### src/rlvd_pkg.sv
// Package: shared types, constants and register codes of the RMS level voice detector.
`timescale 1ns / 1ps
`default_nettype none

package rlvd_pkg;

    // Default buffer capacity in samples
    localparam int MAX_SAMPLES_DEF = 512;

    // Field widths
    localparam int SAMPLE_W = 16;
    localparam int LEVEL_W  = 16;
    localparam int TIME_W   = 32;
    localparam int IDX_W    = 8;
    localparam int WDATA_W  = 32;

    // Configuration register indexes
    localparam logic [IDX_W-1:0] CFG_DETECT_ENABLE  = 8'd0;
    localparam logic [IDX_W-1:0] CFG_DENOISE_ENABLE = 8'd1;
    localparam logic [IDX_W-1:0] CFG_VOICE_THRESH   = 8'd2;
    localparam logic [IDX_W-1:0] CFG_NOISE_FLOOR    = 8'd3;
    localparam logic [IDX_W-1:0] CFG_HOLD_MS        = 8'd4;

    // Configuration reset values
    localparam logic [LEVEL_W-1:0] THRESH_RST = 16'd1024;
    localparam logic [TIME_W-1:0]  HOLD_RST   = 32'd500;

    // Input sample request
    typedef struct packed {
        logic signed [SAMPLE_W-1:0] sample;
        logic                       last_sample;
        logic [TIME_W-1:0]          time_ms;
    } t_smp;

    // Level result request
    typedef struct packed {
        logic [LEVEL_W-1:0] level;
        logic               voice_active;
        logic [TIME_W-1:0]  voice_duration_ms;
    } t_res;

    // Configuration write request
    typedef struct packed {
        logic [IDX_W-1:0]   reg_index;
        logic [WDATA_W-1:0] wdata;
    } t_cfg_req;

    // Configuration register contents
    typedef struct packed {
        logic               detect_enable;
        logic               denoise_enable;
        logic [LEVEL_W-1:0] voice_level_threshold;
        logic [LEVEL_W-1:0] noise_floor;
        logic [TIME_W-1:0]  hold_ms;
    } t_cfg;

    // Accumulator control from the sequencer
    typedef struct packed {
        logic load;
        logic add;
        logic clear;
    } t_acc_ctl;

    // Sequencer states
    typedef enum logic [2:0] {
        S_IDLE,
        S_SQUARE,
        S_ACCUM,
        S_LOAD,
        S_DIV,
        S_SQRT,
        S_TRIM,
        S_DECIDE
    } t_state;

endpackage

`default_nettype wire

### src/rlvd_acc.sv
// Square-and-accumulate stage: sum of squared sample magnitudes and sample count.
`timescale 1ns / 1ps
`default_nettype none

module rlvd_acc #(
    parameter  int MAX_SAMPLES = rlvd_pkg::MAX_SAMPLES_DEF,
    localparam int CNT_W       = $clog2(MAX_SAMPLES + 1),
    localparam int SUM_W       = 31 + $clog2(MAX_SAMPLES)
) (
    input  logic                                   i_clk,
    input  logic                                   i_rst_n,
    input  rlvd_pkg::t_acc_ctl                     i_ctl,
    input  logic signed [rlvd_pkg::SAMPLE_W-1:0]   i_sample,
    output logic [SUM_W-1:0]                       o_sum,
    output logic [CNT_W-1:0]                       o_count
);
    import rlvd_pkg::*;

    logic [SAMPLE_W-1:0] w_raw;
    logic [SAMPLE_W-1:0] w_mag;
    logic [31:0]         w_prod;
    logic [SAMPLE_W-1:0] r_mag;
    logic [30:0]         r_sq;
    logic [SUM_W-1:0]    r_sum;
    logic [CNT_W-1:0]    r_count;

    // Magnitude; the most negative sample maps to 32768
    assign w_raw  = i_sample;
    assign w_mag  = w_raw[SAMPLE_W-1] ? (~w_raw + 16'd1) : w_raw;
    assign w_prod = 32'(r_mag) * 32'(r_mag);

    assign o_sum   = r_sum;
    assign o_count = r_count;

    // Magnitude and square registers
    always_ff @(posedge i_clk) begin
        if (i_ctl.load) begin
            r_mag <= w_mag;
        end
        r_sq <= w_prod[30:0];
    end

    // Running sum; samples past capacity are dropped
    always_ff @(posedge i_clk) begin
        if (!i_rst_n) begin
            r_sum   <= '0;
            r_count <= '0;
        end else if (i_ctl.clear) begin
            r_sum   <= '0;
            r_count <= '0;
        end else if (i_ctl.add && (r_count < CNT_W'(MAX_SAMPLES))) begin
            r_sum   <= r_sum + SUM_W'(r_sq);
            r_count <= r_count + 1'b1;
        end
    end

endmodule

`default_nettype wire

### config.mk
export PLATFORM = sky130hd
export DESIGN_NAME = rlvd_acc
export DESIGN_NICKNAME = d
export VERILOG_FILES = /design/src/rlvd_pkg.sv /design/src/rlvd_acc.sv
export SDC_FILE = /design/constraint.sdc
export NUM_CORES = 1
export LEC_CHECK = 0
export ABC_AREA = 1
export ABC_CLOCK_PERIOD_IN_PS = 16300
export BUFFER_PORTS_ARGS = -buffer_cell sky130_fd_sc_hd__buf_2
export CORE_UTILIZATION = 62
export DETAILED_ROUTE_END_ITERATION = 16
export PLACE_DENSITY = 0.81
export SLEW_MARGIN = 15
export SYNTH_ARGS = -nofsm -noshare
export SYNTH_HDL_FRONTEND = slang
export SYNTH_SLANG_ARGS = --single-unit
### constraint.sdc
create_clock -name i_clk -period 16.3 [get_ports i_clk]
set_input_delay 3.26 -clock i_clk [delete_from_list [all_inputs] [get_ports i_clk]]
set_output_delay 3.26 -clock i_clk [all_outputs]
set_load 0.01 [all_outputs]
==> results.py, run 1 <==
metrics = {
    "die": {
        "fp.coreArea_um2": 21300,
        "die-area_um2": 22500,
        "die_x_um": 150,
        "ioPinCount": 71,
        "rows": 53,
        "start_util_pct": 63.9,
        "die_y_um": 150,
    },
    "setup_path": {
        "arrival_ns": 6.26,
        "ff2ff_path_depth": 19,
        "critPathRequiredTime_ns": 16.54,
        "cp.depth": 19,
        "cp-end-kind": "flip-flop",
        "crit_path_start": "r_mag[6]$_DFFE_PP_",
        "critical_path.endpoint": "r_sq[24]$_DFF_P_",
        "critPathKind": "flip-flop to flip-flop",
        "crit_path_max_fanout": 16,
        "crit_slowest_cell": "edfxtp_1",
        "timing.rr.end": "r_sq[24]$_DFF_P_",
        "crit_family": "adder cells",
        "reg2reg_slack_ns": 10.28,
        "slowest_delay_ns": 0.69,
        "worst-path-buf-inv": 5,
        "cp_common_cell": "fa_1",
        "rr_startpoint": "r_mag[6]$_DFFE_PP_",
        "path_cells": "nand2_1 > inv_1 > fa_1 > inv_1 > fa_1 > inv_1 > fa_1 > fa_1 > fa_1 > inv_1 > fa_1 > inv_1 > ha_1 > a21oi_1 > a21boi_0 > o21ai_0 > nand3_1 > nand3_1 > xor2_1",
        "critPathLaunchType": "flip-flop",
    },
    "layout": {
        "fill_cells": 1867,
        "nNetsFinal": 2250,
        "final_cell_mix": "inv_1 (467), nand2_1 (436), nor2_1 (165)",
        "area_growth_pct": 6.30,
        "regArea_um2": 2080,
        "final_common_cell": "inv_1",
        "multi_input_area_um2": 9580,
        "layout-drive-gt1-share_pct": 7.48,
        "final_cells": 2213,
        "antenna_cells": 0,
    },
    "synth": {
        "synth_area_per_cell_um2": 7.19,
        "synth-seq-cells": 96,
        "syn_nets": 2208,
        "syn_inst": 1891,
        "syn-cell-area_um2": 13600,
        "yosys_warnings": 0,
        "yosysSeqAreaShare_pct": 15.3,
        "synth_cell_type_count": 41,
    },
    "placed_design": {
        "io_buffer_count": 70,
        "gp_congestion": 0.961,
        "hpwl_um": 27700,
        "dp.cells": 2197,
    },
    "timing": {
        "hold_viol": 0,
        "fin_crit_sh_pct": 36.9,
        "rsz0062_at_grt": "no",
        "final.setup.tns_ns": 0,
        "slew_violations": 0,
        "timing.slew.headroom_pct": 49.1,
        "max_freq_ghz": 0.166,
        "setup_viol_count_final": 0,
        "timing.final.crit_period_ns": 6.02,
        "tightest_slew_ns": 0.763,
        "clock_skew_ns": 0.0179,
    },
    "grt": {
        "grt_max_degree": 68,
        "first_global_vias": 11800,
        "grt_use_total_pct": 30.9,
        "grt_pass1_wl_um": 54300,
        "grt_overflow_total": 0,
        "antenna_found_initial": 0,
    },
    "flow_run": {
        "drv_cap": 0,
    },
    "detailed_routing": {
        "vias": 11700,
        "routed_via_density": 5.27,
        "ant_nets": 0,
        "first_pass_iters": 5,
        "routed_wl_um": 32600,
        "drtIter0Drc": 566,
        "wl_per_cell_um": 14.7,
        "drc_errors": 0,
    },
    "clock_tree": {
        "ctsHoldBuffers": 0,
        "cts_root_buf": "clkbuf_16",
        "cts.sink_count": 96,
        "clkLatencyLatePin_ns": 0.37,
        "post-cts-setup-buffers": 0,
        "clkTransAtPathRegs_ns": 0.09,
        "cts_tree": "done",
        "cts_resized": 0,
        "cts-htree-levels": 3,
        "cts.path.max_buffers": 2,
        "cts_buffers": 9,
    },
    "status": {
        "status": "finished, final reports clean",
    },
    "worst_hold_path": {
        "min_path_type": "flip-flop to flip-flop",
    },
}
## cell families (layout without fill, tap and decap cells)
group | count (synthesis) | after routing | share of synthesized area, %
AOI/OAI and AO/OA | 167 | 167 | 6.76
xor gates and xnor gates | 61 | 61 | 3.93
adders and majority gates | 296 | 296 | 36.2
buffers and inverters | 514 | 561 | 14.2
DFF | 96 | 96 | 15.3
muxes | 1 | 1 | 0.0828
and+or+nand+nor | 756 | 756 | 23.4
## per-layer routing
metal	GRT usage, %	share of wire [%]	up-vias
met4	12.6	3.3	0
li1	-	-	5774
met3	4.05	5.4	80
met2	55.8	49	374
met5	0	0	-
met1	36.8	42	5425
## flip-flops by register name, summed over array words and instances, names as in the netlist
signal	count
r_sq	30
r_mag	16
o_sum	40
o_count	10
## cell type report
class                   instances  share of cell area, %
multi-input cells            1281                   66.3
repair buffers                 72                   2.53
clock buffers                   9                   1.56
inverters                     473                   12.3
clock inverters                 7                  0.563
well taps                     275                   2.38
flip-flops and latches         96                   14.4
## synthesized netlist by cell type (all sizes together)
master,n,area [um^2]
inv,473,1780
nand2,451,1730
nor2,176,703
fa,163,3260
ha,133,1660
nand3,90,500
dfxtp,80,1600
a21oi,79,403
o21ai,61,313
xor2,48,420
clkbuf,35,131
nor3,20,125
edfxtp,16,480
xnor2,13,114
nand4,10,62.6
a21o,7,52.6
buf,6,27.5
nor4,5,31.3
o21bai,5,37.5
a31oi,4,25.0
o211ai,3,22.5
o21a,3,22.5
a21boi,2,18.8
or2,2,12.5
a211oi,1,7.51
a31o,1,8.76
mux2,1,11.3
nand3b,1,7.51
nor3b,1,12.5
o311ai,1,8.76
## per-stage QoR
stage	hold slack (ns)	setup slack (ns)	instance area [um^2]	util [%]
floorplan	0.346	10.82	13600	-
global placement	0.471	10.42	14100	66.4
detailed placement	0.496	10.34	14100	66.4
CTS	0.508	10.32	14500	67.9
global route	0.522	9.99	14500	67.9
finish	0.507	10.28	14500	67.9
## worst register-to-register path, delay by kind of cell, from the launching register on
kind / cells / cell delay (ns)
DFF: 1 / 0.69
xor gates and xnor gates: 1 / 0.16
adders and majority gates: 7 / 3.48
AOI/OAI and AO/OA: 3 / 0.79
and+or+nand+nor: 3 / 0.48
buffers and inverters: 5 / 0.30
## worst min path at each step
stage	from	endpoint	slack [ns]	depth (start not counted)
final	o_sum[0]$_SDFFE_PP0P_	o_sum[0]$_SDFFE_PP0P_	0.51	2
after detailed placement	o_sum[0]$_SDFFE_PP0P_	o_sum[0]$_SDFFE_PP0P_	0.50	2
after CTS	o_sum[0]$_SDFFE_PP0P_	o_sum[0]$_SDFFE_PP0P_	0.51	2
after global placement	o_count[2]$_SDFFE_PP0P_	o_count[2]$_SDFFE_PP0P_	0.47	2
after floorplan	r_mag[0]$_DFFE_PP_	r_sq[0]$_DFF_P_	0.35	0
after global routing	o_count[7]$_SDFFE_PP0P_	o_count[7]$_SDFFE_PP0P_	0.52	2
Power of run 1 is left out: the tool's default activity adds up to more than one toggle a clock period on the data nets, which glitch-free logic cannot reach.
==> run 2: changes to the inputs <==
--- a/config.mk
+++ b/config.mk
@@ -6,7 +6,7 @@
 export NUM_CORES = 1
 export LEC_CHECK = 0
 export ABC_AREA = 1
-export ABC_CLOCK_PERIOD_IN_PS = 16300
+export ABC_CLOCK_PERIOD_IN_PS = 5870
 export BUFFER_PORTS_ARGS = -buffer_cell sky130_fd_sc_hd__buf_2
 export CORE_UTILIZATION = 62
 export DETAILED_ROUTE_END_ITERATION = 16
==> constraint.sdc (replaced) <==
create_clock -name i_clk -period 5.87 [get_ports i_clk]
set_input_delay 1.174 -clock i_clk [delete_from_list [all_inputs] [get_ports i_clk]]
set_output_delay 1.174 -clock i_clk [all_outputs]
set_load 0.01 [all_outputs]
==> run 2 against run 1 <==
  * Non-clock buffer count is 33 higher
  * Die area did not move
  * Largest cell class unchanged
  * Sequential share of layout area is 0.24 points lower
  * Worst setup slack got worse by 10 ns
  * Clock skew shrank 0.0019 ns
  * Cell count increased by 1.5%
  * Register-to-register slack got worse by 10 ns
  * Via count increased by 1.8%
  * Critical path depth is 2 higher
==> results.py, run 2 (same netlist as run 1, synthesis figures left out) <==
metrics = {
    "clock_tree": {
        "cts_buffers": 9,
        "clkTransAtPathRegs_ns": 0.08,
        "cts.sink_count": 96,
        "cts_root_buf": "clkbuf_16",
        "cts.path.max_buffers": 2,
        "ctsHoldBuffers": 0,
        "clkLatencyLatePin_ns": 0.36,
        "cts_tree": "done",
        "cts-htree-levels": 3,
    },
    "setup_path": {
        "rr_startpoint": "r_mag[7]$_DFFE_PP_",
        "cp.depth": 21,
        "timing.rr.end": "r_sq[24]$_DFF_P_",
        "reg2reg_slack_ns": 0.24,
        "arrival_ns": 5.93,
        "path_cells": "buf_4 > nand2_1 > inv_1 > fa_1 > inv_1 > fa_1 > inv_1 > fa_1 > fa_1 > fa_1 > inv_1 > fa_1 > inv_1 > ha_1 > nand2_1 > nor2_1 > inv_1 > o21ai_0 > nand3_1 > nand3_1 > xor2_1",
        "crit_path_start": "r_mag[7]$_DFFE_PP_",
        "critPathLaunchType": "flip-flop",
        "critPathKind": "flip-flop to flip-flop",
        "crit_path_max_fanout": 6,
        "slowest_delay_ns": 0.55,
        "worst-path-buf-inv": 7,
        "critical_path.endpoint": "r_sq[24]$_DFF_P_",
        "crit_family": "adder cells",
        "ff2ff_path_depth": 21,
        "crit_slowest_cell": "fa_1",
        "critPathRequiredTime_ns": 6.17,
        "cp-end-kind": "flip-flop",
    },
    "die": {
        "die_y_um": 150,
        "start_util_pct": 63.9,
        "ioPinCount": 71,
        "die_x_um": 150,
        "die-area_um2": 22500,
        "fp.coreArea_um2": 21300,
        "rows": 53,
    },
    "timing": {
        "max_freq_ghz": 0.178,
        "setup_viol_count_final": 0,
        "slew_violations": 0,
        "clock_skew_ns": 0.0159,
        "timing.slew.headroom_pct": 40.4,
        "timing.final.crit_period_ns": 5.63,
        "tightest_slew_ns": 0.893,
        "fin_crit_sh_pct": 95.9,
        "hold_viol": 0,
    },
    "detailed_routing": {
        "drtIter0Drc": 602,
        "vias": 11900,
        "first_pass_iters": 9,
        "drc_errors": 0,
        "wl_per_cell_um": 14.3,
        "routed_via_density": 5.28,
        "ant_nets": 0,
        "routed_wl_um": 32100,
    },
    "layout": {
        "final_area_um2": 14700,
        "largest_register_ffs": 40,
        "nNetsFinal": 2283,
        "antenna_cells": 0,
        "final_common_cell": "inv_1",
        "layout-drive-gt1-share_pct": 9.18,
        "final_cell_mix": "inv_1 (467), nand2_1 (436), nor2_1 (165)",
        "area_growth_pct": 8.12,
    },
    "status": {
        "status": "finished, final reports clean",
    },
    "flow_run": {
        "drv_cap": 0,
    },
    "placed_design": {
        "dpl-instance-area_um2": 14200,
        "io_buffer_count": 70,
        "gp_congestion": 0.994,
        "hpwl_um": 27200,
    },
    "grt": {
        "grt_use_total_pct": 30.1,
        "grt_pass1_wl_um": 53500,
        "grt_overflow_total": 0,
        "antenna_found_initial": 0,
        "grt_max_degree": 55,
        "first_global_vias": 11900,
    },
    "worst_hold_path": {
        "min_path_type": "flip-flop to flip-flop",
    },
}
[run 2: changes by cell type in the layout (fill, tap and decap cells not counted)]
cell        before  now
nor3_1          15   14
o21ai_1          9   10
ha_2             0    1
nor4_1           5    4
clkinv_2         0    1
clkinvlp_4       0    1
inv_8            2    1
ha_1           133  132
nor4_2           0    1
inv_12           1    0
buf_4            2   35
o21ai_0         50   49
nor3_2           5    6
[run 2: what timing repair did]
| action | in CTS | in global routing |
|---|---|---|
| endpoints found under the setup margin | 0 | 12 |
| setup buffers | 0 | 20 |
| resized for setup | 0 | 4 |
[run 2: worst reg2reg max path, stage by stage, from the launching register on]
cell and delay (ns):
edfxtp_1 0.51, buf_4 0.22, nand2_1 0.07, inv_1 0.07
fa_1 0.49, inv_1 0.06, fa_1 0.53, inv_1 0.05
fa_1 0.52, fa_1 0.44, fa_1 0.55, inv_1 0.06
fa_1 0.53, inv_1 0.04, ha_1 0.36, nand2_1 0.13
nor2_1 0.18, inv_1 0.11, o21ai_0 0.29, nand3_1 0.12
nand3_1 0.11, xor2_1 0.14
[run 2: layout make-up]
type                    count  area, um^2
flip-flops and latches     96        2080
clock inverters             7        66.3
clock buffers               9         225
fillers                  1827        6590
repair buffers            105         613
well taps                 275         344
inverters                 473        1780
multi-input cells        1281        9590
[run 2: metrics by stage]
| step | worst slack (ns) | TNS (ns) | cells | util [%] | hold slack (ns) |
|---|---|---|---|---|---|
| global placement | 0.182 | 0 | 2210 | 66.9 | 0.471 |
| global route | -0.00685 | -0.0104 | 2246 | 69.0 | 0.519 |
| detailed placement | 0.0671 | 0 | 2210 | 66.9 | 0.483 |
| CTS | 0.0476 | 0 | 2226 | 68.3 | 0.495 |
| floorplan | 0.385 | 0 | 1891 | - | 0.346 |
| finish | 0.240 | 0 | 2246 | 69.0 | 0.492 |
[run 2: worst min path at each step]
stage / end / depth (start not counted) / startpoint
final: o_count[2]$_SDFFE_PP0P_ / 2 / o_count[2]$_SDFFE_PP0P_
after floorplan: r_sq[0]$_DFF_P_ / 0 / r_mag[0]$_DFFE_PP_
after global routing: o_count[6]$_SDFFE_PP0P_ / 2 / o_count[5]$_SDFFE_PP0P_
after CTS: o_count[2]$_SDFFE_PP0P_ / 2 / o_count[2]$_SDFFE_PP0P_
after detailed placement: o_count[2]$_SDFFE_PP0P_ / 2 / o_count[2]$_SDFFE_PP0P_
after global placement: o_count[2]$_SDFFE_PP0P_ / 2 / o_count[2]$_SDFFE_PP0P_
[run 2: per-layer routing]
layer	vias to the layer above	GRT usage, %	routed length (um)
met3	96	3.57	1670
met2	400	54.7	16200
met4	0	12.8	1130
met5	-	0	0
met1	5536	35.7	13100
li1	5832	-	-
Power of run 2 is left out for the same reason.
==> run 3: changes to the inputs <==
--- a/config.mk
+++ b/config.mk
@@ -10,6 +10,7 @@
 export BUFFER_PORTS_ARGS = -buffer_cell sky130_fd_sc_hd__buf_2
 export CORE_UTILIZATION = 62
 export DETAILED_ROUTE_END_ITERATION = 16
+export MAX_ROUTING_LAYER = met4
 export PLACE_DENSITY = 0.81
 export SLEW_MARGIN = 15
 export SYNTH_ARGS = -nofsm -noshare
==> run 3 against run 2 <==
  * Non-clock buffer count decreased by 7
  * First-iteration DRC count shrank 5.3%
  * Register-to-register slack got worse by 0.05 ns
  * Clock skew grew 0.0047 ns
  * Global-route usage up 1.5 points
  * Worst setup slack worse by 0.050 ns
  * Flip-flop and latch count stayed put
  * Critical endpoint is now r_sq[28]$_DFF_P_
  * Highest routed layer unchanged
==> results.py, run 3 (same netlist as run 1, synthesis figures left out) <==
metrics = {
    "timing": {
        "fin_crit_sh_pct": 96.8,
        "tightest_slew_ns": 0.839,
        "hold_ws_ns": 0.488,
        "clock_skew_ns": 0.0207,
        "timing.slew.headroom_pct": 44.0,
        "max_freq_ghz": 0.176,
        "slew_violations": 0,
        "fin_ws_ns": 0.190,
        "setup_viol_count_final": 0,
        "rsz0062_at_grt": "yes",
        "timing.final.crit_period_ns": 5.68,
        "hold_viol": 0,
    },
    "setup_path": {
        "ff2ff_path_depth": 20,
        "path_cells": "buf_4 > nand2_1 > fa_1 > inv_1 > fa_1 > fa_1 > fa_1 > fa_1 > inv_1 > fa_1 > inv_1 > ha_1 > nand2_1 > nor2_1 > inv_1 > nor2_1 > nor2_1 > o21a_1 > nand3_1 > nand2_1",
        "rr_startpoint": "r_mag[10]$_DFFE_PP_",
        "reg2reg_slack_ns": 0.19,
        "timing.rr.end": "r_sq[28]$_DFF_P_",
        "critPathRequiredTime_ns": 6.12,
        "critPathLaunchType": "flip-flop",
        "crit_family": "adder cells",
        "arrival_ns": 5.93,
        "crit_path_max_fanout": 9,
        "crit_slowest_cell": "fa_1",
        "cp.depth": 20,
        "cp_common_cell": "fa_1",
        "cp-end-kind": "flip-flop",
        "slowest_delay_ns": 0.55,
        "worst-path-buf-inv": 5,
        "critPathKind": "flip-flop to flip-flop",
    },
    "worst_hold_path": {
        "min_path_type": "flip-flop to flip-flop",
        "min_to": "o_count[6]$_SDFFE_PP0P_",
        "min_from": "o_count[5]$_SDFFE_PP0P_",
        "min_path_cells": 2,
    },
    "status": {
        "status": "finished, final reports clean",
    },
    "die": {
        "start_util_pct": 63.9,
        "die_x_um": 150,
        "die_y_um": 150,
        "fp.coreArea_um2": 21300,
        "ioPinCount": 71,
        "rows": 53,
        "die-area_um2": 22500,
    },
    "grt": {
        "grt_max_degree": 52,
        "grt_overflow_total": 0,
        "grt_pass1_wl_um": 54100,
        "grt_use_total_pct": 31.6,
        "antenna_found_initial": 0,
        "first_global_vias": 11900,
    },
    "layout": {
        "antenna_cells": 0,
        "nNetsFinal": 2276,
        "final_cells": 2239,
        "final_common_cell": "inv_1",
        "area_growth_pct": 7.89,
        "final_area_um2": 14700,
        "layout-drive-gt1-share_pct": 8.81,
        "final_cell_mix": "inv_1 (467), nand2_1 (436), nor2_1 (164)",
        "largest_register_ffs": 40,
    },
    "clock_tree": {
        "cts_tree": "done",
        "ctsHoldBuffers": 0,
        "cts_root_buf": "clkbuf_16",
        "cts_buffers": 9,
        "cts.sink_count": 96,
        "clkTransAtPathRegs_ns": 0.09,
        "cts-htree-levels": 3,
        "clkLatencyLatePin_ns": 0.37,
        "cts.path.max_buffers": 2,
    },
    "placed_design": {
        "hpwl_um": 27400,
        "dp.cells": 2211,
        "dpl-instance-area_um2": 14200,
        "io_buffer_count": 70,
        "gp_congestion": 0.979,
        "place_ws_ns": 0.149,
    },
    "detailed_routing": {
        "drtIter0Drc": 570,
        "routed_via_density": 5.25,
        "dr_wl_met2_um": 16600,
        "top_layer": "met4",
        "vias": 11800,
        "drt-met1-wl_um": 13400,
        "ant_nets": 0,
        "drc_errors": 0,
        "wl_per_cell_um": 14.5,
        "routed_wl_um": 32500,
        "wl_met3_um": 1460,
        "first_pass_iters": 5,
    },
    "flow_run": {
        "drv_cap": 0,
    },
}
==> run 3: final cells by class <==
| type | instances | area [um^2] |
|---|---|---|
| flip-flops and latches | 96 | 2080 |
| repair buffers | 98 | 573 |
| clock buffers | 9 | 225 |
| clock inverters | 7 | 81.3 |
| fillers | 1845 | 6620 |
| inverters | 473 | 1780 |
| well taps | 275 | 344 |
| multi-input cells | 1281 | 9590 |
==> run 3: through the flow <==
step,util (%),setup TNS (ns)
2_1_floorplan,-,0
3_3_place_gp,66.9,0
3_5_place_dp,66.9,0
4_1_cts,68.4,0
5_1_grt,68.9,-0.266
6_report,68.9,0
==> run 3: how the worst max path moves through the flow <==
stage / slack (ns) / to / startpoint
global placement: 0.18 / r_sq[30]$_DFF_P_ / r_mag[5]$_DFFE_PP_
floorplan: 0.39 / r_sq[28]$_DFF_P_ / r_mag[4]$_DFFE_PP_
finish: 0.19 / r_sq[28]$_DFF_P_ / r_mag[10]$_DFFE_PP_
CTS: 0.12 / r_sq[28]$_DFF_P_ / r_mag[5]$_DFFE_PP_
global route: -0.05 / r_sq[28]$_DFF_P_ / r_mag[9]$_DFFE_PP_
detailed placement: 0.15 / r_sq[28]$_DFF_P_ / r_mag[5]$_DFFE_PP_
==> run 3: worst reg2reg max path, cell delays in order (launching register included) <==
cell	delay, ns
edfxtp_1	0.54
buf_4	0.26
nand2_1	0.09
fa_1	0.55
inv_1	0.07
fa_1	0.47
fa_1	0.52
fa_1	0.51
fa_1	0.54
inv_1	0.05
fa_1	0.53
inv_1	0.04
ha_1	0.35
nand2_1	0.13
nor2_1	0.27
inv_1	0.12
nor2_1	0.16
nor2_1	0.07
o21a_1	0.19
nand3_1	0.07
nand2_1	0.06
==> run 3: per-layer routing <==
metal  global-route usage (%)  vias to the layer above
met5                        -                        -
met4                     11.8                        0
met3                     3.38                       75
met2                     57.5                      354
met1                     35.7                     5510
li1                         -                     5822
==> run 3: repair_timing <==
action,in CTS,in global routing
buffers inserted,0,12
setup endpoints to repair,0,16
gates resized for setup,0,2
Power of run 3 is left out for the same reason.
