$ cat src/rlvd_alu.sv
// Shared subtract-and-compare unit used by the divide and square-root steps.
`timescale 1ns / 1ps
`default_nettype none

module rlvd_alu #(
    parameter int W = 24
) (
    input  logic [W-1:0] i_a,
    input  logic [W-1:0] i_b,
    output logic [W-1:0] o_diff,
    output logic         o_ge
);
    logic [W:0] w_full;

    // Borrow out of the top bit means a < b
    assign w_full = {1'b0, i_a} - {1'b0, i_b};
    assign o_diff = w_full[W-1:0];
    assign o_ge   = ~w_full[W];

endmodule

`default_nettype wire

$ cat config.mk
export PLATFORM = sky130hd
export DESIGN_NAME = rlvd_alu
export DESIGN_NICKNAME = d
export VERILOG_FILES = /design/src/rlvd_alu.sv
export SDC_FILE = /design/constraint.sdc
export NUM_CORES = 1
export LEC_CHECK = 0
export BUFFER_PORTS_ARGS = -buffer_cell sky130_fd_sc_hd__buf_2
export CAP_MARGIN = 20
export CORE_UTILIZATION = 43
export DETAILED_ROUTE_END_ITERATION = 6
export PLACE_DENSITY = 0.86
export SLEW_MARGIN = 20
export SYNTH_ARGS = -nofsm -noshare
export SYNTH_HDL_FRONTEND = slang
export SYNTH_SLANG_ARGS = --single-unit
$ cat constraint.sdc
create_clock -name vclk -period 2.9
set_input_delay 0.58 -clock vclk [all_inputs]
set_output_delay 0.58 -clock vclk [all_outputs]
set_load 0.02 [all_outputs]
==> results of run 1 <==
metrics by stage:
| stage | setup TNS [ns] | setup slack, ns |
|---|---|---|
| after floorplan | -0.0316 | -0.0200 |
| after global placement | -1.76 | -0.273 |
| after detailed placement | -2.18 | -0.304 |
| after CTS | -0.805 | -0.147 |
| after global routing | -2.75 | -0.309 |
| final | -1.95 | -0.237 |
cell families (layout without fill, tap and decap cells):
| logic type | Yosys count | in the layout |
|---|---|---|
| xor+xnor | 21 | 21 |
| fa+ha+maj | 25 | 25 |
| simple gates | 42 | 42 |
| buf+inv | 34 | 147 |
| compound gates | 65 | 65 |
worst max-delay path, delay by kind of cell:
family,cells,cell delay (ns)
buffers and inverters,3,0.44
adders and majority gates,2,0.54
AOI/OAI and AO/OA,3,0.61
xor gates and xnor gates,1,0.16
and+or+nand+nor,2,0.24
synth_stat cells, drive strengths merged, types with 3 or more instances:
| cell type | n |
|---|---|
| or3 | 3 |
| nand3 | 6 |
| o21a | 6 |
| o21ai | 11 |
| nand4 | 4 |
| a21o | 11 |
| inv | 30 |
| clkbuf | 4 |
| a21oi | 16 |
| a31oi | 4 |
| nand2 | 8 |
| xnor2 | 17 |
| nor2 | 8 |
| xor2 | 4 |
| ha | 24 |
| and3 | 3 |
area by class of cell:
type	count	area (µm²)
Timing Repair Buffer	117	820
Tap cell	31	38.8
Fill cell	112	273
Multi-Input combinational cell	153	1580
Inverter	30	123
per-layer routing:
layer | up-vias | share of wire (%) | track usage [%]
met5 | - | 0 | 0
met4 | 0 | 6.2 | 11.8
met3 | 48 | 7.6 | 2.72
met2 | 155 | 49 | 62.6
met1 | 945 | 37 | 36.3
li1 | 900 | - | -
worst min path at each step:
stage,to,cells past startpoint
floorplan,o_diff[0],2
global placement,o_diff[0],4
detailed placement,o_diff[0],4
CTS,o_diff[0],4
global route,o_diff[0],4
finish,o_diff[0],4
power by group through the flow:
stage / Combinational, mW / Clock [mW] / Sequential (mW)
after floorplan: 0.370 / 0 / 0
after global placement: 0.560 / 0 / 0
after detailed placement: 0.570 / 0 / 0
after CTS: 0.667 / 0 / 0
after global routing: 0.815 / 0 / 0
final: 0.783 / 0 / 0
timing repair:
| action | 4_1_cts | 5_1_grt |
|---|---|---|
| pin swaps | 36 | 31 |
| resized for setup | 67 | 30 |
| hold buffers | 0 | 0 |
| setup buffers | 8 | 6 |
| setup endpoints to repair | 13 | 13 |
==> tab_implementation.tex, run 1 <==
\begin{tabular}{lr}
\hline
Metric & Value \\
\hline
\multicolumn{2}{l}{\textbf{Run status}} \\
\quad Violations in the final reports & DRC, setup timing \\
\quad Outcome & complete, but fails checks \\
\multicolumn{2}{l}{\textbf{Place}} \\
\quad HPWL Detailed & 3170 µm \\
\quad Count of input and output buffers & 73 \\
\quad Number of placed instances with taps included & 318 \\
\quad Dpl cell area & 1980 µm² \\
\quad Global placement routability congestion & 0.811 \\
\multicolumn{2}{l}{\textbf{Logic synthesis}} \\
\quad Xor-xnor portion of the synthesized cell area & 13.9\% \\
\quad Compound-gate portion of the synthesized area & 34.9\% \\
\quad Most area-consuming cells after synthesis & sky130\_fd\_sc\_hd\_\_ha\_1, sky130\_fd\_sc\_hd\_\_xnor2\_1, sky130\_fd\_sc\_hd\_\_inv\_1 \\
\quad Number of distinct library cells after synthesis & 43 \\
\quad Sequential-to-total area share from yosys stat & 0\% \\
\quad Avg Synthesized Cell Area & 7.09 µm² \\
\quad Post-synthesis share of cell area spent on full adders, half adders and majority gates & 24.2\% \\
\quad Cell taking the most area after synthesis & sky130\_fd\_sc\_hd\_\_ha\_1 \\
\quad Main combinational cell family by area after synthesis & compound AO/OA/AOI/OAI gates \\
\quad Synthesis Warnings & 0 \\
\quad Cells after Synth & 187 \\
\quad Synthesized area & 1330 µm² \\
\quad Synthesized net count & 260 \\
\quad Share of the synthesized area in the top cell type & 22.6\% \\
\quad Multiplexer share of the synthesized area & 0\% \\
\quad Fraction of the mapped netlist area in simple logic gates & 17.5\% \\
\multicolumn{2}{l}{\textbf{Pwr}} \\
\quad Power per Cell Area & 306 nW/µm² \\
\quad Share of total power in sequential cells & 0\% \\
\quad Fraction of power consumed by the clock network & 0\% \\
\quad Proportion of total power due to net switching & 53.3\% \\
\quad Static leakage & 1.29 nW \\
\quad Internal Power & 0.366 mW \\
\quad Maximum ir drop on the vdd rail & 0.225 mV \\
\quad Power consumption & 0.783 mW \\
\quad Reported net switching power & 0.417 mW \\
\quad Power share of the combinational group & 100.0\% \\
\multicolumn{2}{l}{\textbf{Min path}} \\
\quad Worst hold start & i\_b[0] \\
\quad Worst hold path type & in2out \\
\multicolumn{2}{l}{\textbf{Critical path}} \\
\quad Most common cell type on the critical path & sky130\_fd\_sc\_hd\_\_buf\_6 \\
\quad Master of the slowest instance on the critical path & sky130\_fd\_sc\_hd\_\_fa\_2 \\
\quad Arrival time at the worst endpoint & 2.56 ns \\
\quad Required time of the critical path & 2.32 ns \\
\quad Critical path capture point & o\_diff[12] \\
\quad Worst-path maximum fanout & 2 \\
\quad Type of element launching the critical path & input port \\
\quad Origin of the worst setup path & i\_b[0] \\
\quad Critical Path Max Stage Delay & 0.38 ns \\
\quad Critical path cell sequence & buf\_6 -> ha\_4 -> fa\_2 -> nor2b\_4 -> o2111ai\_4 -> a21oi\_2 -> nor2\_1 -> o21bai\_1 -> buf\_4 -> xor2\_2 -> buf\_6 \\
\quad Critical path type & in2out \\
\quad Kind of end point of the critical path & output pin \\
\multicolumn{2}{l}{\textbf{Cells and area}} \\
\quad Final net count & 375 \\
\quad Share of layout cells above drive strength 1 & 59.0\% \\
\quad Area growth from synthesis to layout & 92.7\% \\
\quad Most used cells in the layout excluding fill and tap cells & sky130\_fd\_sc\_hd\_\_buf\_2, sky130\_fd\_sc\_hd\_\_buf\_4, sky130\_fd\_sc\_hd\_\_inv\_1, sky130\_fd\_sc\_hd\_\_buf\_6, sky130\_fd\_sc\_hd\_\_xnor2\_1 \\
\quad Footprint of the flip-flops and latches & 0 µm² \\
\quad Total of clock buffers placed in the layout & 0 \\
\quad End-of-flow core utilization & 90.4\% \\
\quad Final Non-Filler Cells & 331 \\
\quad Antenna diode count & 0 \\
\quad Total number of sequential cells & 0 \\
\quad Design area & 2560 µm² \\
\quad Most common cell after layout, fill and taps aside & sky130\_fd\_sc\_hd\_\_buf\_2 \\
\multicolumn{2}{l}{\textbf{Timing}} \\
\quad Final critical delay including setup and external delays & 3.14 ns \\
\quad Hold WS & 1.54 ns \\
\quad Final count of negative-setup-slack endpoints & 12 \\
\quad Pin slew with the least headroom to its limit & 0.362 ns \\
\quad Tcrit/Tclk final & 108\% \\
\quad F\_max & 319 MHz \\
\quad Final number of hold-violating endpoints & 0 \\
\quad PnR worst setup slack & -0.237 ns \\
\quad Max transition margin & 75.6\% \\
\quad Number of max-slew violations in the final report & 0 \\
\quad RSZ-0062 raised after global routing & yes \\
\multicolumn{2}{l}{\textbf{Global route}} \\
\quad Total Routing Usage GR & 32.4\% \\
\quad Initial antenna violation count & 0 \\
\quad First-pass GRT wire length & 8540 µm \\
\quad Vias in the first global route & 1907 \\
\quad Pin count of the biggest net entering global routing & 11 \\
\quad Leftover overflow at the end of global routing & 0 \\
\multicolumn{2}{l}{\textbf{Floorplan}} \\
\quad Die width & 57.5 µm \\
\quad Count of standard-cell rows & 19 \\
\quad Die Y & 57.5 µm \\
\quad Initial core utilization & 46.9\% \\
\quad Core Region & 2830 µm² \\
\quad Die area & 3310 µm² \\
\quad Boundary Pins & 73 \\
\multicolumn{2}{l}{\textbf{Drt}} \\
\quad Detailed-route wire length & 6700 µm \\
\quad Remaining antenna violation count & 0 \\
\quad Number of iterations in the first detailed-routing pass & 7 \\
\quad Vias & 2048 \\
\quad Mean number of vias per cell & 6.19 \\
\quad DRC violation total after the first TritonRoute iteration & 123 \\
\quad Routed length per instance & 20.3 µm \\
\quad Final routed DRC violation total & 4 \\
\multicolumn{2}{l}{\textbf{Job}} \\
\quad Reported max-cap violation count & 0 \\
\hline
\end{tabular}
Power figures use the tool's default switching activity.
==> run 2, diff against run 1 <==
==> constraint.sdc (replaced) <==
create_clock -name vclk -period 2.9
set_input_delay 0.29 -clock vclk [all_inputs]
set_output_delay 0.29 -clock vclk [all_outputs]
set_load 0.02 [all_outputs]
==> run 2 against run 1 <==
Effect of this change:
- the run ends with DRC left
- global-route usage is 14 points lower
- core utilization is 30 points lower
- via count is 25% lower
- flip-flop and latch count stayed put
- largest cell class unchanged
- maximum frequency is 17% higher
- combinational power is 36% lower
==> tab_implementation.tex, run 2 (synthesis results as in run 1) <==
\begin{tabular}{lr}
\hline
Metric & Value \\
\hline
\multicolumn{2}{l}{\textbf{Pwr}} \\
\quad Share of total power in sequential cells & 0\% (about the same) \\
\quad Internal Power & 0.209 mW (was 0.366 mW) \\
\quad Fraction of power consumed by the clock network & 0\% (about the same) \\
\quad Reported net switching power & 0.294 mW (was 0.417 mW) \\
\quad Proportion of total power due to net switching & 58.5\% (was 53.3\%) \\
\quad Static leakage & 0.991 nW (was 1.29 nW) \\
\quad Power share of the combinational group & 100.0\% (about the same) \\
\quad Maximum ir drop on the vdd rail & 0.179 mV (was 0.225 mV) \\
\quad Power per Cell Area & 293 nW/µm² (was 306 nW/µm²) \\
\multicolumn{2}{l}{\textbf{Cells and area}} \\
\quad Share of layout cells above drive strength 1 & 31.6\% (was 59.0\%) \\
\quad Final net count & 331 (was 375) \\
\quad Design area & 1720 µm² (was 2560 µm²) \\
\quad Footprint of the flip-flops and latches & 0 µm² (unchanged) \\
\quad Most used cells in the layout excluding fill and tap cells & sky130\_fd\_sc\_hd\_\_buf\_2, sky130\_fd\_sc\_hd\_\_inv\_1, sky130\_fd\_sc\_hd\_\_ha\_1, sky130\_fd\_sc\_hd\_\_xnor2\_1, sky130\_fd\_sc\_hd\_\_a21oi\_1 (was sky130\_fd\_sc\_hd\_\_buf\_2, sky130\_fd\_sc\_hd\_\_buf\_4, sky130\_fd\_sc\_hd\_\_inv\_1, sky130\_fd\_sc\_hd\_\_buf\_6, sky130\_fd\_sc\_hd\_\_xnor2\_1) \\
\quad Antenna diode count & 0 (unchanged) \\
\quad Final Non-Filler Cells & 287 (was 331) \\
\quad Total number of sequential cells & 0 (unchanged) \\
\quad Most common cell after layout, fill and taps aside & sky130\_fd\_sc\_hd\_\_buf\_2 (unchanged) \\
\quad Area growth from synthesis to layout & 29.3\% (was 92.7\%) \\
\quad Total of clock buffers placed in the layout & 0 (unchanged) \\
\multicolumn{2}{l}{\textbf{Clock network}} \\
\quad \# Post-CTS Setup Buffers & 0 (was 8) \\
\quad Post-CTS Hold Fix Bufs & 0 (unchanged) \\
\quad Post\_cts resized & 0 (was 67) \\
\multicolumn{2}{l}{\textbf{Place}} \\
\quad Dpl cell area & 1720 µm² (was 1980 µm²) \\
\quad Count of input and output buffers & 73 (unchanged) \\
\quad HPWL Detailed & 2770 µm (was 3170 µm) \\
\quad Global placement routability congestion & 0.793 (was 0.811) \\
\quad Number of placed instances with taps included & 287 (was 318) \\
\multicolumn{2}{l}{\textbf{Critical path}} \\
\quad Master of the slowest instance on the critical path & sky130\_fd\_sc\_hd\_\_fa\_1 (was sky130\_fd\_sc\_hd\_\_fa\_2) \\
\quad Worst-path maximum fanout & 3 (was 2) \\
\quad Origin of the worst setup path & i\_a[0] (was i\_b[0]) \\
\quad Most common cell type on the critical path & sky130\_fd\_sc\_hd\_\_buf\_2 (was sky130\_fd\_sc\_hd\_\_buf\_6) \\
\quad Critical Path Max Stage Delay & 0.42 ns (was 0.38 ns) \\
\quad Kind of end point of the critical path & output pin (unchanged) \\
\quad Crit path buf inv count & 3 (unchanged) \\
\quad Critical path cell sequence & buf\_2 -> inv\_1 -> ha\_1 -> fa\_1 -> nor2b\_1 -> o2111ai\_1 -> a21oi\_2 -> nor2\_1 -> o21bai\_1 -> a31oi\_1 -> xnor2\_1 -> buf\_2 (was buf\_6 -> ha\_4 -> fa\_2 -> nor2b\_4 -> o2111ai\_4 -> a21oi\_2 -> nor2\_1 -> o21bai\_1 -> buf\_4 -> xor2\_2 -> buf\_6) \\
\quad Critical path type & in2out (unchanged) \\
\quad Arrival time at the worst endpoint & 2.38 ns (was 2.56 ns) \\
\quad Required time of the critical path & 2.61 ns (was 2.32 ns) \\
\quad Dominant delay contributor by cell family on the critical path & compound AO/OA/AOI/OAI gates (unchanged) \\
\quad Type of element launching the critical path & input port (unchanged) \\
\multicolumn{2}{l}{\textbf{Timing}} \\
\quad Number of max-slew violations in the final report & 0 (unchanged) \\
\quad RSZ-0062 raised after global routing & no (was yes) \\
\quad Setup TNS & 0 ns (was -1.95 ns) \\
\quad F\_max & 374 MHz (was 319 MHz) \\
\quad Tcrit/Tclk final & 92.2\% (was 108\%) \\
\quad Pin slew with the least headroom to its limit & 0.426 ns (was 0.362 ns) \\
\quad Final count of negative-setup-slack endpoints & 0 (was 12) \\
\quad Final number of hold-violating endpoints & 0 (unchanged) \\
\quad Final critical delay including setup and external delays & 2.67 ns (was 3.14 ns) \\
\quad Max transition margin & 71.3\% (was 75.6\%) \\
\multicolumn{2}{l}{\textbf{Drt}} \\
\quad Final routed DRC violation total & 4 (unchanged) \\
\quad DRC violation total after the first TritonRoute iteration & 45 (was 123) \\
\quad Vias & 1543 (was 2048) \\
\quad Number of iterations in the first detailed-routing pass & 6 (was 7) \\
\quad Detailed-route wire length & 3140 µm (was 6700 µm) \\
\quad Mean number of vias per cell & 5.38 (was 6.19) \\
\quad Routed length per instance & 10.9 µm (was 20.3 µm) \\
\quad Remaining antenna violation count & 0 (unchanged) \\
\multicolumn{2}{l}{\textbf{Global route}} \\
\quad Leftover overflow at the end of global routing & 0 (unchanged) \\
\quad Pin count of the biggest net entering global routing & 11 (unchanged) \\
\quad Total Routing Usage GR & 18.4\% (was 32.4\%) \\
\quad Vias in the first global route & 1304 (was 1907) \\
\quad First-pass GRT wire length & 5150 µm (was 8540 µm) \\
\quad Initial antenna violation count & 0 (unchanged) \\
\multicolumn{2}{l}{\textbf{Floorplan}} \\
\quad Initial core utilization & 46.9\% (unchanged) \\
\quad Count of standard-cell rows & 19 (unchanged) \\
\quad Core Region & 2830 µm² (unchanged) \\
\quad Die area & 3310 µm² (unchanged) \\
\quad Die width & 57.5 µm (unchanged) \\
\quad Die Y & 57.5 µm (unchanged) \\
\quad Boundary Pins & 73 (unchanged) \\
\multicolumn{2}{l}{\textbf{Run status}} \\
\quad Outcome & complete, but fails checks (unchanged) \\
\quad Violations in the final reports & DRC (was DRC, setup timing) \\
\multicolumn{2}{l}{\textbf{Job}} \\
\quad Reported max-cap violation count & 0 (unchanged) \\
\multicolumn{2}{l}{\textbf{Min path}} \\
\quad Worst hold start & i\_b[0] (unchanged) \\
\quad Endpoint with the worst hold slack & o\_diff[0] (unchanged) \\
\quad Worst hold path type & in2out (unchanged) \\
\quad Min-Delay Path Depth & 4 (unchanged) \\
\hline
\end{tabular}
==> run 2: changes by cell type in the layout (fill, tap and decap cells not counted), moves of 6 or more <==
| cell | previous run | this run |
|---|---|---|
| sky130_fd_sc_hd__inv_1 | 23 | 30 |
| sky130_fd_sc_hd__buf_2 | 52 | 73 |
| sky130_fd_sc_hd__a21oi_2 | 8 | 2 |
| sky130_fd_sc_hd__buf_6 | 17 | 0 |
| sky130_fd_sc_hd__a21oi_1 | 7 | 14 |
| sky130_fd_sc_hd__ha_4 | 10 | 0 |
| sky130_fd_sc_hd__ha_1 | 12 | 24 |
| sky130_fd_sc_hd__buf_4 | 47 | 0 |
==> run 2: per-stage QoR <==
step / power (mW) / util (%) / hold WS, ns / setup slack, ns
2_1_floorplan: 0.358 / - / 0.762 / 0.473
6_report: 0.503 / 60.6 / 0.935 / 0.226
3_5_place_dp: 0.501 / 60.6 / 0.936 / 0.217
4_1_cts: 0.504 / 60.6 / 0.937 / 0.212
3_3_place_gp: 0.493 / 60.6 / 0.932 / 0.293
5_1_grt: 0.546 / 60.6 / 0.968 / 0.0501
==> run 2: worst min-delay path, cell delays in order <==
cell                    delay (ns)
sky130_fd_sc_hd__buf_2        0.08
sky130_fd_sc_hd__ha_1         0.10
sky130_fd_sc_hd__inv_1        0.03
sky130_fd_sc_hd__buf_2        0.14
==> run 2: how the worst max path moves through the flow <==
stage / depth (start not counted) / slack (ns) / endpoint
2_1_floorplan: 10 / 0.47 / o_diff[14]
3_3_place_gp: 10 / 0.29 / o_diff[21]
3_5_place_dp: 12 / 0.22 / o_diff[14]
4_1_cts: 12 / 0.21 / o_diff[14]
5_1_grt: 12 / 0.05 / o_diff[14]
6_report: 12 / 0.23 / o_diff[14]
==> run 2: area by class of cell <==
type | count | area [µm²]
timing repair buffer | 73 | 365
inverter | 30 | 113
tap | 31 | 38.8
multi-input combinational | 153 | 1200
fill | 270 | 1110
==> run 2: power by group through the flow <==
stage	logic (mW)	registers (mW)	clock network (mW)
3_5_place_dp	0.501	0	0
4_1_cts	0.504	0	0
2_1_floorplan	0.358	0	0
6_report	0.503	0	0
3_3_place_gp	0.493	0	0
5_1_grt	0.546	0	0
==> run 2: layer usage <==
metal / global-route usage [%] / part of all wire, % / up-vias
met5: 0 / 0 / -
met4: 0 / 0 / 0
met3: 0.227 / 5.0 / 0
met2: 34.9 / 49 / 50
met1: 24.5 / 46 / 681
li1: - / - / 812
==> run 3, diff against run 2 <==
CORE_UTILIZATION = 32   (was 43)
PLACE_DENSITY = 0.68   (was 0.86)
==> run 3 against run 2 <==
Effect of this change:
- the flow now finishes without violations
- final area grew 1.4%
- wire length up 0.83%
- count of clock-buffer cells in the layout is the same
- critical endpoint is now o_diff[21]
- largest cell class unchanged
- highest routed layer unchanged
==> tab_implementation.tex, run 3 (synthesis results as in run 1) <==
\begin{tabular}{lr}
\hline
Metric & Value \\
\hline
\multicolumn{2}{l}{\textbf{Run status}} \\
\quad Outcome & complete, no violations (was complete, but fails checks) \\
\multicolumn{2}{l}{\textbf{Cells and area}} \\
\quad Area growth from synthesis to layout & 31.1\% (was 29.3\%) \\
\quad Footprint of the flip-flops and latches & 0 µm² (unchanged) \\
\quad Antenna diode count & 0 (unchanged) \\
\quad Most used cells in the layout excluding fill and tap cells & sky130\_fd\_sc\_hd\_\_buf\_2, sky130\_fd\_sc\_hd\_\_inv\_1, sky130\_fd\_sc\_hd\_\_ha\_1, sky130\_fd\_sc\_hd\_\_xnor2\_1, sky130\_fd\_sc\_hd\_\_a21oi\_1 (unchanged) \\
\quad Final net count & 331 (unchanged) \\
\quad Design area & 1740 µm² (was 1720 µm²) \\
\quad Total of clock buffers placed in the layout & 0 (unchanged) \\
\quad End-of-flow core utilization & 43.5\% (was 60.6\%) \\
\quad Total number of sequential cells & 0 (unchanged) \\
\quad Share of layout cells above drive strength 1 & 31.6\% (unchanged) \\
\quad Most common cell after layout, fill and taps aside & sky130\_fd\_sc\_hd\_\_buf\_2 (unchanged) \\
\multicolumn{2}{l}{\textbf{Drt}} \\
\quad Routed length per instance & 10.4 µm (was 10.9 µm) \\
\quad Highest metal layer with signal wires & met3 (unchanged) \\
\quad Routed met2 length & 1480 µm (was 1530 µm) \\
\quad Detailed-route wire length & 3170 µm (was 3140 µm) \\
\quad Remaining antenna violation count & 0 (unchanged) \\
\quad Mean number of vias per cell & 4.98 (was 5.38) \\
\quad Vias & 1524 (was 1543) \\
\quad Final routed DRC violation total & 0 (was 4) \\
\quad Met3 wirelength from detailed routing & 122 µm (was 158 µm) \\
\quad Routed met1 length & 1570 µm (was 1450 µm) \\
\quad Number of iterations in the first detailed-routing pass & 4 (was 6) \\
\quad DRC violation total after the first TritonRoute iteration & 42 (was 45) \\
\multicolumn{2}{l}{\textbf{Global route}} \\
\quad Leftover overflow at the end of global routing & 0 (unchanged) \\
\quad First-pass GRT wire length & 5180 µm (was 5150 µm) \\
\quad Initial antenna violation count & 0 (unchanged) \\
\quad Total Routing Usage GR & 14.0\% (was 18.4\%) \\
\quad Pin count of the biggest net entering global routing & 11 (unchanged) \\
\quad Vias in the first global route & 1298 (was 1304) \\
\multicolumn{2}{l}{\textbf{Pwr}} \\
\quad Power share of the combinational group & 100.0\% (about the same) \\
\quad Power per Cell Area & 288 nW/µm² (was 293 nW/µm²) \\
\quad Static leakage & 0.991 nW (unchanged) \\
\quad Internal Power & 0.209 mW (about the same) \\
\quad Power consumption & 0.501 mW (was 0.503 mW) \\
\quad Proportion of total power due to net switching & 58.4\% (was 58.5\%) \\
\quad Share of total power in sequential cells & 0\% (about the same) \\
\quad Fraction of power consumed by the clock network & 0\% (about the same) \\
\quad Maximum ir drop on the vdd rail & 0.137 mV (was 0.179 mV) \\
\quad Reported net switching power & 0.292 mW (was 0.294 mW) \\
\multicolumn{2}{l}{\textbf{Floorplan}} \\
\quad Boundary Pins & 73 (unchanged) \\
\quad Initial core utilization & 33.2\% (was 46.9\%) \\
\quad Die area & 4410 µm² (was 3310 µm²) \\
\quad Count of standard-cell rows & 23 (was 19) \\
\quad Die width & 66.4 µm (was 57.5 µm) \\
\quad Core Region & 4000 µm² (was 2830 µm²) \\
\quad Die Y & 66.4 µm (was 57.5 µm) \\
\multicolumn{2}{l}{\textbf{Timing}} \\
\quad Final number of hold-violating endpoints & 0 (unchanged) \\
\quad RSZ-0062 raised after global routing & no (unchanged) \\
\quad Pin slew with the least headroom to its limit & 0.419 ns (was 0.426 ns) \\
\quad Max transition margin & 71.8\% (was 71.3\%) \\
\quad F\_max & 372 MHz (was 374 MHz) \\
\quad Final count of negative-setup-slack endpoints & 0 (unchanged) \\
\quad Setup TNS & 0 ns (unchanged) \\
\quad Tcrit/Tclk final & 92.8\% (was 92.2\%) \\
\quad Final critical delay including setup and external delays & 2.69 ns (was 2.67 ns) \\
\quad Number of max-slew violations in the final report & 0 (unchanged) \\
\multicolumn{2}{l}{\textbf{Min path}} \\
\quad Worst hold start & i\_b[0] (unchanged) \\
\quad Worst hold path type & in2out (unchanged) \\
\multicolumn{2}{l}{\textbf{Critical path}} \\
\quad Kind of end point of the critical path & output pin (unchanged) \\
\quad Critical path cell sequence & buf\_2 -> ha\_1 -> a21oi\_1 -> o22ai\_1 -> or3\_1 -> o21ba\_1 -> o31ai\_4 -> nand4b\_1 -> o311ai\_1 -> buf\_2 (was buf\_2 -> inv\_1 -> ha\_1 -> fa\_1 -> nor2b\_1 -> o2111ai\_1 -> a21oi\_2 -> nor2\_1 -> o21bai\_1 -> a31oi\_1 -> xnor2\_1 -> buf\_2) \\
\quad Critical Path Max Stage Delay & 0.37 ns (was 0.42 ns) \\
\quad Critical path type & in2out (unchanged) \\
\quad Origin of the worst setup path & i\_a[8] (was i\_a[0]) \\
\quad Worst-path maximum fanout & 6 (was 3) \\
\quad Master of the slowest instance on the critical path & sky130\_fd\_sc\_hd\_\_ha\_1 (was sky130\_fd\_sc\_hd\_\_fa\_1) \\
\quad Most common cell type on the critical path & sky130\_fd\_sc\_hd\_\_buf\_2 (unchanged) \\
\quad Required time of the critical path & 2.61 ns (about the same) \\
\quad Arrival time at the worst endpoint & 2.40 ns (was 2.38 ns) \\
\quad Type of element launching the critical path & input port (unchanged) \\
\multicolumn{2}{l}{\textbf{Clock network}} \\
\quad Post\_cts resized & 0 (unchanged) \\
\quad Post-CTS Hold Fix Bufs & 0 (unchanged) \\
\quad \# Post-CTS Setup Buffers & 0 (unchanged) \\
\multicolumn{2}{l}{\textbf{Place}} \\
\quad Count of input and output buffers & 73 (unchanged) \\
\quad Dpl cell area & 1740 µm² (was 1720 µm²) \\
\quad HPWL Detailed & 2810 µm (was 2770 µm) \\
\quad Global placement routability congestion & 0.769 (was 0.793) \\
\multicolumn{2}{l}{\textbf{Job}} \\
\quad Reported max-cap violation count & 0 (unchanged) \\
\hline
\end{tabular}
run 3: cell counts in the layout (fill, tap and decap cells not counted):
Identical to the previous run, type by type.
run 3: through the flow:
stage                     setup WS, ns  cells  hold slack [ns]
after floorplan                  0.473    187            0.762
after global placement           0.237    306            0.934
after detailed placement         0.223    306            0.944
after CTS                        0.210    306            0.944
after global routing            0.0309    306            0.978
final                            0.210    306            0.940
run 3: final cells by class:
type | instances | area (µm²)
fillers | 443 | 2260
multi-input cells | 153 | 1200
well taps | 50 | 62.6
inverters | 30 | 113
repair buffers | 73 | 365
run 3: metal layers:
layer  global-route usage (%)  vias to the layer above
met2                     25.0                       33
met4                        0                        0
li1                         -                      812
met1                     19.8                      679
met3                    0.172                        0
met5                        0                        -
run 3: critical path, delay by kind of cell:
family                     cells  cell delay [ns]
AOI/OAI and AO/OA              5             0.94
and+or+nand+nor                2             0.49
adders and majority gates      1             0.37
buffers and inverters          2             0.31
run 3: worst paths after layout:
| path | end | slack [ns] | depth (start not counted) |
|---|---|---|---|
| max | o_diff[21] | 0.21 | 10 |
| min | o_diff[0] | 0.94 | 4 |
run 3: power by group through the flow:
stage / Combinational, mW / Clock (mW) / Sequential, mW
2_1_floorplan: 0.358 / 0 / 0
3_3_place_gp: 0.499 / 0 / 0
3_5_place_dp: 0.502 / 0 / 0
4_1_cts: 0.504 / 0 / 0
5_1_grt: 0.554 / 0 / 0
6_report: 0.501 / 0 / 0
